`src/rtl/brp_delay.sv`:
```
`default_nettype none
module brp_delay #(
	parameter int W = 32,
	parameter int D = 32
) (
	input  logic         clk,
	input  logic         arst_n,
	input  logic         vld_in,
	input  logic [W-1:0] din,
	output logic         vld_out,
	output logic [W-1:0] dout
);
	// D is at least 2
	logic [D-1:0] vld_q;
	logic [W-1:0] dat_q [D];

	always_ff @(posedge clk or negedge arst_n) begin
		if (!arst_n) begin
			vld_q <= '0;
		end else begin
			vld_q <= {vld_q[D-2:0], vld_in};
		end
	end

	always_ff @(posedge clk) begin
		dat_q[0] <= din;
		for (int k = 1; k < D; k++) begin
			dat_q[k] <= dat_q[k-1];
		end
	end

	assign vld_out = vld_q[D-1];
	assign dout = dat_q[D-1];
endmodule
`default_nettype wire

```
`config.mk`:
```
export PLATFORM = sky130hd
export DESIGN_NAME = brp_delay
export DESIGN_NICKNAME = d
export VERILOG_FILES = /design/src/rtl/brp_delay.sv
export SDC_FILE = /design/constraint.sdc
export NUM_CORES = 1
export LEC_CHECK = 0
export ABC_AREA = 1
export BUFFER_PORTS_ARGS = -buffer_cell sky130_fd_sc_hd__buf_2
export CAP_MARGIN = 0
export CORE_ASPECT_RATIO = 2
export CORE_MARGIN = 5
export CORE_UTILIZATION = 25
export DETAILED_ROUTE_END_ITERATION = 16
export PLACE_DENSITY_LB_ADDON = 0.25
export SETUP_SLACK_MARGIN = 0.1
export SLEW_MARGIN = 20
export SYNTH_ARGS = -nofsm -noshare
export SYNTH_HDL_FRONTEND = slang
export SYNTH_SLANG_ARGS = --single-unit
```
`constraint.sdc`:
```
create_clock -name clk -period 0.8 [get_ports clk]
set_input_delay 0.16 -clock clk [delete_from_list [all_inputs] [get_ports clk]]
set_output_delay 0.16 -clock clk [all_outputs]
set_load 0.02 [all_outputs]
```
* Word level (Yosys, flattened, before mapping) *
Memory sizes are Yosys's and may differ from the RTL's.
Cells that the tools add are included.

operators by class
  equality and inequality tests = 0
  divide/modulo/power cells = 0
  multiply operators = 0
  reduce and logical (&&, ||, !) cells = 0
  bitwise logic cells = 0
  $add $sub $neg = 0
  shift operators = 0
  $lt $le $gt $ge = 0
  mux-type cells = 0

storage, ports and cells
  bits in latches = 0
  memory bits (writable) = 1024
  input port bits = 35
  memories = 1
  register bits = 32
  bits in read-only memories = 0
  word-level logic and storage cells = 2
  output and inout port bits = 33

memories
  name   depth  width  read ports  clocked after memory_dff  write ports  line  text
  dat_q  32     32     32          0                         32           15    logic [W-1:0] dat_q [D];

* Logic depth before layout (Yosys ltp) *
  depth in word-level cells = 0
  gate-level depth with buffers = 0
  depth with buffers taken out = 0

* Worst setup path after synthesis *
OpenSTA, ideal clock, no wires.

  path type = reg-to-output
  from = register vld_q[31]
  to = output port vld_out
  slack = 0.224 ns
  cell stages (with the launch flop) = 1
  path buffers = 0
  arrival = 0.416 ns
  data required time = 0.640 ns
  cells stage by stage = dfrtp_1

RTL lines
  what                    line  text
  start, declared         14    logic [D-1:0] vld_q;
  start signal, assigned  21    vld_q <= {vld_q[D-2:0], vld_in};
  end, declared           10    output logic vld_out,

No word-level cell between the ends.

* Worst setup path in the final report *
  from = register vld_q[31]
  to = output port vld_out

No word-level cell between the ends.

==> impl_metrics.yaml <==
timing:
  finalSetupViolCount: 33
  relSlewSlack: 0.893
  clock_skew_ns: 0.0106
  hold_viol: 0
  max_freq_mhz: 777
  rsz0062_at_grt: "yes"
  layout_setup_ws_ns: -0.487
  finalMaxSlewViolations: 0
  min_period_ns: 1.29
  period_share: 1.61
  fin_tns_setup_ns: -13.99
  tightest_slew_ns: 0.160
setup_path:
  crit_required_ns: 0.64
  critPathTopFamily: "flip-flops"
  cp-startpoint: "vld_q[31]$_DFF_PN0_"
  start_kind: "flop"
  end_kind: "output pin"
  path_cells: "buf_6"
  crit_slowest_cell: "dfrtp_1"
  worstReg2RegStart: "vld_q[12]$_DFF_PN0_"
  path_max_fanout: 1
  crit_type: "flop to output pin"
  critical-path-max-stage-delay_ns: 0.37
  cp.arrival_ns: 1.13
  path_buf_inv: 1
clock_network:
  cts.clk_slew.worst_paths_ns: 0.06
  clock_path_buffers: 3
  cts_made_buffers: 91
  root_buffer: "clkbuf_16"
  clkLatencyLatePin_ns: 0.63
  cts_tree: "done"
  post-cts-setup-buffers: 0
  cts.sinks: 1056
  cts-htree-levels: 3
power_and_ir_drop:
  intPower_w: 0.0840
  ir_drop_v: 0.00176
  switching_share: 0.185
  power.leakage_nw: 11.1
  p_clk_frac: 0.452
  power.share.sequential: 0.543
  power_density_nw_per_um2: 3830
  p_switching_w: 0.0191
  combPwrFrac: 0.005
synth:
  synth_cell_type_count: 2
  synth_edf_count: 0
  syn-cell-area_um2: 21300
  yosysMostFrequentCell: "dfxtp_1"
  synth_top_area_share: 0.962
  synth.area.top_cells: "dfxtp_1, dfrtp_1"
  netlist_instances: 1056
  yosys.area.top_type: "dfxtp_1"
  ys_seq_elements: 1056
  async_reset_ff_frac: 0.0303
  yosysSeqAreaShare: 1.00
  synth_commonest_cells: "dfxtp_1, dfrtp_1"
  syn-num-nets: 1091
  ys_warn_count: 0
  ys.flop_type: "dfxtp_1"
  syn_avg_cell_area_um2: 20.2
cells_and_area:
  area.growth.synth_to_final_pct: 26.3
  nets: 1288
  instances_no_fill: 2399
  utilization: 0.318
  fillers: 8078
  drive_above_1_share: 0.191
  n_antenna_cell: 0
  seq_area_um2: 21300
  multiInputCombCellCount: 0
  multiInputGateArea_um2: 0
global_routing:
  grt_max_degree: 33
  grt_first_pass_wirelength_um: 32400
  overflow: 0
  track_usage: 0.0443
  grt_pass1_vias: 7195
  antenna_found_initial: 0
route:
  final_antenna_net_count: 0
  wl_per_cell_um: 7.68
  dr.pass1.iters: 4
  drt_iter0_drc: 245
  drc: 0
  vias: 7124
  vias_per_cell: 2.97
  drt_wl_total_um: 18400
floorplan:
  start_util: 0.252
  io-pin-count: 68
  core-area_um2: 84600
  die_y_um: 423
  floorplan.die.width_um: 216
  rows: 151
  fp.dieArea_um2: 91500
place:
  dp_hpwl_um: 7330
  globalplace.congestion: 0.552
  port_buffers: 67
  dpl.cell_count: 2195
  pre_cts_ws_ns: 0.157
run_status:
  status: "finished with violations"
  violations: "setup timing"
worst_hold_path:
  hold_path_class: "primary input to flop"
  hp-start: "din[8]"
flow_run:
  maxCapViolations: 0
[worst paths after layout]
kind | to | slack (ns) | cells past startpoint
setup / recovery | vld_out | -0.49 | 1
hold / removal | dat_q[0][8]$_DFF_P_ | 0.16 | 2
setup reg to reg | vld_q[13]$_DFF_PN0_ | 0.32 | 0
hold reg to reg | dat_q[26][31]$_DFF_P_ | 0.31 | 0
max in group asynchronous | vld_q[0]$_DFF_PN0_ | 0.09 | 4
min in group asynchronous | vld_q[13]$_DFF_PN0_ | 0.57 | 4
[area by class of cell]
class,count,share of cell area
repair buffers,104,0.0349
clock inverters,43,0.0249
flip-flops and latches,1056,0.793
well taps,1071,0.0498
clock buffers,125,0.0973
[registers in the layout, indices dropped and copies added (netlist names)]
register / count
dat_q: 1024
vld_q: 32
[power groups by stage]
stage | logic, W | registers, W | clock network, W
detailed placement | 0.000320 | 0.0572 | 0
floorplan | 0 | 0.0571 | 0
CTS | 0.000552 | 0.0560 | 0.0492
finish | 0.000562 | 0.0560 | 0.0465
global placement | 0.000315 | 0.0570 | 0
global route | 0.000602 | 0.0562 | 0.0512
[metal layers]
layer  vias up  track usage  part of all wire
met3        86       0.0274              0.10
li1       3660            -                 -
met2       160       0.0697              0.47
met4         0       0.0394             0.070
met5         -            0                 0
met1      3218       0.0391              0.36
[what timing repair did]
action | in CTS | in global routing
endpoints found under the hold margin | 65 | 0
setup endpoints to repair | 33 | 65
hold buffers | 35 | 0
gates cloned | 0 | 1
gates resized for setup | 97 | 2
[placed cells by master (no fill, tap or decap)]
cell type,count
bufinv_16,16
buf_2,33
inv_8,1
inv_4,1
dfrtp_1,32
clkinv_2,11
clkinv_4,4
buf_12,1
clkbuf_1,15
inv_6,5
buf_4,1
dlygate4sd3_1,35
dfxtp_1,992
clkbuf_16,94
dfxtp_2,32
clkbuf_8,17
buf_6,33
clkinvlp_4,5
[metrics by stage]
| stage | hold slack (ns) | instance area, µm² | total power (W) |
|---|---|---|---|
| 3_3_place_gp | 0.120 | 23000 | 0.0573 |
| 3_5_place_dp | 0.130 | 23000 | 0.0575 |
| 5_1_grt | 0.0872 | 26900 | 0.108 |
| 2_1_floorplan | -0.136 | 21300 | 0.0571 |
| 6_report | 0.158 | 26900 | 0.103 |
| 4_1_cts | 0.0537 | 26900 | 0.106 |
[logic make-up after synthesis]
kind of cell / Yosys count / synth area share
flip-flops: 1056 / 1.00
Power figures use the tool's default switching activity.
