===== config.mk =====
export PLATFORM = sky130hd
export DESIGN_NAME = brp_sqrt
export DESIGN_NICKNAME = d
export VERILOG_FILES = /design/src/rtl/brp_pkg.sv /design/src/rtl/brp_sqrt.sv
export SDC_FILE = /design/constraint.sdc
export NUM_CORES = 2
export LEC_CHECK = 0
export BUFFER_PORTS_ARGS = -buffer_cell sky130_fd_sc_hd__buf_2
export CAP_MARGIN = 20
export CORE_UTILIZATION = 47
export CTS_BUF_LIST = sky130_fd_sc_hd__clkbuf_4 sky130_fd_sc_hd__clkbuf_8
export CTS_CLUSTER_DIAMETER = 200
export DETAILED_ROUTE_END_ITERATION = 10
export SETUP_SLACK_MARGIN = 0.05
export SYNTH_ARGS = -nofsm -noshare
export SYNTH_HDL_FRONTEND = slang
export SYNTH_MEMORY_MAX_BITS = 65536
export SYNTH_SLANG_ARGS = --single-unit

===== constraint.sdc =====
create_clock -name clk -period 4.2 [get_ports clk]
set_input_delay 0.21 -clock clk [delete_from_list [all_inputs] [get_ports clk]]
set_output_delay 0.21 -clock clk [all_outputs]
set_load 0.005 [all_outputs]

===== src/rtl/brp_pkg.sv =====
`default_nettype none
package brp_pkg;
	localparam int QW = 32;
	localparam int FRAC = 16;
	localparam int SQRT_LAT = QW;
	localparam int DIV_LAT = QW;
	localparam int PIPE_LAT = 5 + SQRT_LAT + 2 + DIV_LAT + 2 + DIV_LAT + 6 + 2 + SQRT_LAT
		+ DIV_LAT + 1;
	localparam int CFG_AW = 2;

	typedef logic signed [QW-1:0] q_t;
	typedef logic signed [2*QW-1:0] prod_t;
	typedef logic [CFG_AW-1:0] cfg_idx_t;

	localparam cfg_idx_t REG_TIME_STEP = CFG_AW'(0);
	localparam cfg_idx_t REG_CHARGE = CFG_AW'(1);
	localparam cfg_idx_t REG_MASS = CFG_AW'(2);

	localparam q_t QMAX = 32'sh7FFF_FFFF;
	localparam q_t QMIN = 32'sh8000_0000;
	localparam q_t ONE_Q = 32'sd65536;
	localparam prod_t SAT_HI = 64'sd2147483647;
	localparam prod_t SAT_LO = -64'sd2147483648;

	function automatic q_t sat32(input prod_t v);
		if (v > SAT_HI) begin
			return QMAX;
		end else if (v < SAT_LO) begin
			return QMIN;
		end
		return v[QW-1:0];
	endfunction

	// product back to q16.16, floor rounding, clamped
	function automatic q_t qround(input prod_t p);
		return sat32(p >>> FRAC);
	endfunction
endpackage
`default_nettype wire


===== src/rtl/brp_sqrt.sv =====
`default_nettype none
module brp_sqrt import brp_pkg::*; (
	input  logic            clk,
	input  logic [2*QW-1:0] x,
	output logic [QW-1:0]   root
);
	// one result bit per stage
	localparam int RW = QW + 3;

	logic [RW-1:0]   rem_s  [SQRT_LAT];
	logic [QW-1:0]   root_s [SQRT_LAT];
	logic [2*QW-1:0] xs_s   [SQRT_LAT];

	for (genvar k = 0; k < SQRT_LAT; k++) begin : g_stage
		logic [RW-1:0]   rem_in, rem_sh, trial;
		logic [QW-1:0]   root_in;
		logic [2*QW-1:0] xs_in;
		logic            ge;

		if (k == 0) begin : g_first
			assign rem_in = '0;
			assign root_in = '0;
			assign xs_in = x;
		end else begin : g_next
			assign rem_in = rem_s[k-1];
			assign root_in = root_s[k-1];
			assign xs_in = xs_s[k-1];
		end

		always_comb begin
			rem_sh = {rem_in[RW-3:0], xs_in[2*QW-1 -: 2]};
			trial = {1'b0, root_in, 2'b01};
			ge = rem_sh >= trial;
		end

		always_ff @(posedge clk) begin
			rem_s[k] <= ge ? rem_sh - trial : rem_sh;
			root_s[k] <= {root_in[QW-2:0], ge};
			xs_s[k] <= {xs_in[2*QW-3:0], 2'b00};
		end
	end

	assign root = root_s[SQRT_LAT-1];
endmodule
`default_nettype wire


---- Word-level counts from Yosys, hierarchy flattened ----
Memory sizes are Yosys's and may differ from the RTL's.
Index checks and enable logic that the tools add are counted.
word-level totals
  register bits ........................... 0
  latch bits .............................. 0
  memory bits (writable) .................. 4128
  bits in read-only memories .............. 0
  input port bits ......................... 65
  output and inout bits ................... 32
  logic and storage cells ................. 99
  memories kept ........................... 3
memory list
  memory  depth  width  rd ports  clocked after Yosys merged registers in  wr ports  RTL line        RTL
  xs_s    32     62     31        0                                        32        brp_sqrt.sv:12  logic [2*QW-1:0] xs_s [SQRT_LAT];
  rem_s   32     35     31        0                                        32        brp_sqrt.sv:10  logic [RW-1:0] rem_s [SQRT_LAT];
  root_s  32     32     32        0                                        32        brp_sqrt.sv:11  logic [QW-1:0] root_s [SQRT_LAT];
operators by class
  add/subtract/negate cells ............... 32
  multipliers ............................. 0
  div/mod/pow operators ................... 0
  magnitude comparators ................... 32
  eq/ne operators ......................... 0
  shifts and indexed selects .............. 0
  muxes and demuxes ....................... 32
  bitwise logic cells ..................... 0
  reductions and logical operators ........ 0
operator list
  kind                                                 number
  2-to-1 mux 35 bit                                    32
  >= comparator 35 x 34 -> 1 bit                       31
  subtractor 35 x 34 -> 35 bit                         31
  subtractor 2 x 1 -> 3 bit, second input constant     1
  >= comparator 2 x 1 -> 1 bit, second input constant  1

---- Longest topological paths before layout ----
An unclocked memory read counts as a cell.
  depth after elaboration ................. 3
  depth in mapped cells ................... 15
  mapped depth without buffers ............ 14

---- Worst setup path before layout ----
Ideal clock, no wire load.
  path type ............................... register -> register
  from .................................... mem rem_s[0][125] (netlist bit)
  to ...................................... mem rem_s[0][166] (netlist bit)
  setup time .............................. 0.134 ns
  data arrival time ....................... 3.355 ns
  data required time ...................... 4.066 ns
  path slack .............................. 0.712 ns
  stages on the path, launching flop included .. 13
  path buffers ............................ 2
  period minus slack after synthesis ...... 3.488 ns
  cell sequence ........................... dfxtp_1 -> or4_4 -> or4_4 -> or4_1 -> or4_4 -> nor4_4 -> or3b_2 -> or4_1 -> buf_4 -> or4_1 -> buf_4 -> nor4_1 -> xor2_1
RTL lines
  item             RTL line
  start, declared  brp_sqrt.sv:10

==> results.md <==
* Setup TNS Final at 0 ns
* Synth Area in Simple Gates at 0.1266
* Final GP Congestion at 0.9021
* Max-cap violation count at 0
* Xor/xnor share of the synthesized area at 0.07650
* Worst EP required at 5.13 ns
* VDD IR max at between 0.4 and 0.5 mV
* Crit path kind: flip-flop to flip-flop
* Grt total ovfl at 0
* Wire per inst at 15.77 um
* IO Pins at 97
* Final Cycle Share at 0.8824
* Worst Path Buf+Inv at 3
* First-pass GRT wire length at 312.2 mm
* Final hold vios at 0
* Ys flop type: dfxtp_1
* Part of the power in registers at 0.489
* Crit path launch type: flip-flop
* Compound-cell area share of the yosys netlist at 0.1230
* Sw Ratio at 0.2798
* Power per standard cell area at ~600 nW/um^2
* Seq cells post-synth at 2494
* Row count at 160
* Met3 Use GR at 0.03505
* # fillers at 17000
* CP arrival at approximately 4.6 ns
* Initial antenna violation count at 2
* Clock-pin slew on the worst setup and hold paths at 0.06 ns
* CTS H-Tree Depth at 5
* Power share of the combinational group at 0.160
* Clk sinks at 2494
* Routed Antenna Nets at 0
* Mean area per synthesized cell at 10.11 um^2
* Min-Delay Path Class: flip-flop to flip-flop
* Largest family of logic cells by synthesized area: simple AND/OR/NAND/NOR gates
* Vias in the first global route at 61430
* Final min period at 3.706 ns
* Met1 Use GR at 0.2421
* All-Layer GR Usage at 0.1979
* Cell mode on critical path: a21o_1
* Synth Area in Adders at 0.07741
* Clk buf depth at 4
* Crit path max-delay family: compound AO/OA/AOI/OAI gates
* Most frequent cells in the layout: dfxtp_1, inv_1, nand2_1, ha_1, o21ai_0
* Final core occ at 0.5458
* Via Count at 62190
* RSZ-0062 raised after global routing: no
* Setup WS post-layout at 0.4938 ns
* Nets at 10100
* Worst stage delay on the critical path at 0.41 ns
* Fmax at 0.2698 GHz
* Die area at 194700 um^2
* Input/output buffers at 96
* Seq/Total Area, Yosys at 0.5507
* Tot Pwr at 62460 uW
* Largest net degree at the start of global routing at 59
* Skew-Pair Late Insertion Delay at around 1.1 ns
* HPWL after DPL at 145.6 mm
* Max-slew violation count at 0
* Status: completed
* CTS buffer count at between 400 and 500
* Synthesized cell area at 90670 um^2
* DRC at 0
* Actual slew at the worst max-slew pin at a little over 0.9 ns
* Async SR Flop Fraction at 0
* Core area at 191000 um^2
* Via density at 5.064
* Clock skew at 0.07296 ns
* Die H at 441.2 um
* Crit path cell chain: inv_1, ha_1, a21o_1, a21o_1, a21o_1, a211o_1, a221oi_1, buf_4, o21ai_1, a211o_1, nor2_4, buf_12, nand2_1, o21ai_0
* Rel. slew slack at 0.3814
* Synth warn at 0
* Pint at about 45000 uW
* Final WL at just under 200 mm
* Synth cell types at 83
* Max FO, Critical Path at 39
* DRT Pass-1 Iters at 6
* Leakage power at about 0.05 uW
* Post-Syn Nets at approximately 9600
* Clk pwr share at 0.351
* Initial Util at 0.4748
* GR peak layer: met2
* CTS tree: built
* Commonest non-fill, non-tap cell in the layout: dfxtp_1
* Mux cell area share after synthesis at 0.008404
* Crit. End Element: flip-flop
* Post-CTS setup buffers at 0
* Initial DRC Count at approximately 3600
* Final setup violating endpoints at 0
* Post-synth EDFFs at 0
* Dpl ws at 0.3272 ns
* Net Switching at 17470 uW
* Post-Synthesis Cells at between 8000 and 9000
* Fraction of layout cells with a size suffix above 1 at 0.1010
* Grt met2 use at 0.3486
* Synth-to-layout area growth at 14.96%
* Chip Width at around 440 um
* Critical path's slowest cell: dfxtp_1
* Clk root buf: clkbuf_8
[worst register-to-register path: stages, from the launching register on]
cell and delay [ns]:
dfxtp_1 0.41, inv_1 0.07, ha_1 0.36, a21o_1 0.19, a21o_1 0.17, a21o_1 0.17
a211o_1 0.32, a221oi_1 0.33, buf_4 0.20, o21ai_1 0.11, a211o_1 0.37, nor2_4 0.38
buf_12 0.25, nand2_1 0.10, o21ai_0 0.16
[what timing repair did]
item	in CTS	in global routing
setup endpoints to repair	0	4
resized for setup	0	2
hold buffers	129	0
hold endpoints to repair	65	0
[stage by stage]
step | std cells | hold WS [ns] | area (um^2)
finish | 12280 | 0.2869 | 104200
global placement | 11460 | 0.3096 | 94220
CTS | 12280 | 0.1670 | 104200
detailed placement | 11460 | 0.3121 | 94220
floorplan | 8968 | 0.2377 | 90670
global route | 12280 | 0.2105 | 104200
[cells in the mapped netlist (all sizes together) (68+ instances only)]
master / number / area share
o21ai: 560 / 0.031
or3: 94 / 0.0065
dfxtp: 2494 / 0.55
nor4: 110 / 0.0078
nand2: 708 / 0.029
nand3: 138 / 0.0076
nand2b: 121 / 0.0083
nand4: 87 / 0.0060
xor2: 393 / 0.038
a21oi: 470 / 0.026
clkbuf: 155 / 0.0064
ha: 561 / 0.077
nor3: 213 / 0.012
o21a: 94 / 0.0078
nor2b: 87 / 0.0060
a21o: 245 / 0.020
inv: 725 / 0.030
xnor2: 399 / 0.039
nor2: 513 / 0.021
o31ai: 68 / 0.0056
[state kept, by name, summed over array words and instances, names as in the netlist]
register	flops
rem_s	974
root_s	528
xs_s	992
[power groups by stage]
stage	combinational (uW)	clock [uW]	sequential, uW
floorplan	7770	0	29800
global placement	9740	0	31100
detailed placement	9880	0	31100
CTS	10000	22600	30600
global route	11300	23800	31000
finish	10000	21900	30500
[logic make-up (layout without fill, tap and decap cells)]
family	Yosys count	in the layout
flops	2494	2494
simple gates	2347	2347
other cells	1	3
compound gates	1804	1804
mux	69	69
buf+inv	900	1699
xor+xnor	792	792
fa+ha+maj	561	561
[layout make-up]
| cell class | instances | area [um^2] | share of cell area |
|---|---|---|---|
| sequential | 2494 | 49930 | 0.4790 |
| clock inverter | 91 | 1044 | 0.01001 |
| timing repair buffer | 280 | 2272 | 0.02180 |
| antenna | 2 | 5.005 | 0.00004802 |
| tap | 2511 | 3142 | 0.03014 |
| inverter | 726 | 2725 | 0.02614 |
| multi-input combinational | 5574 | 37460 | 0.3594 |
| clock buffer | 602 | 7654 | 0.07343 |
[per-layer routing]
layer  vias up  part of all wire
li1      31660                 -
met1     28960              0.44
met2      1242              0.49
met3       330             0.042
met4         0             0.025
met5         -                 0
[final timing paths]
kind | startpoint | endpoint | slack [ns] | depth (start not counted)
worst max-delay path | root_s[1][233]$_DFF_P_ | rem_s[1][291]$_DFF_P_ | 0.49 | 14
worst min-delay path | xs_s[0][668]$_DFF_P_ | xs_s[0][732]$_DFF_P_ | 0.29 | 0
worst max register to register | root_s[1][233]$_DFF_P_ | rem_s[1][291]$_DFF_P_ | 0.49 | 14
worst min register to register | xs_s[0][668]$_DFF_P_ | xs_s[0][732]$_DFF_P_ | 0.29 | 0
Note: power is estimated with default switching activity, not from simulation.
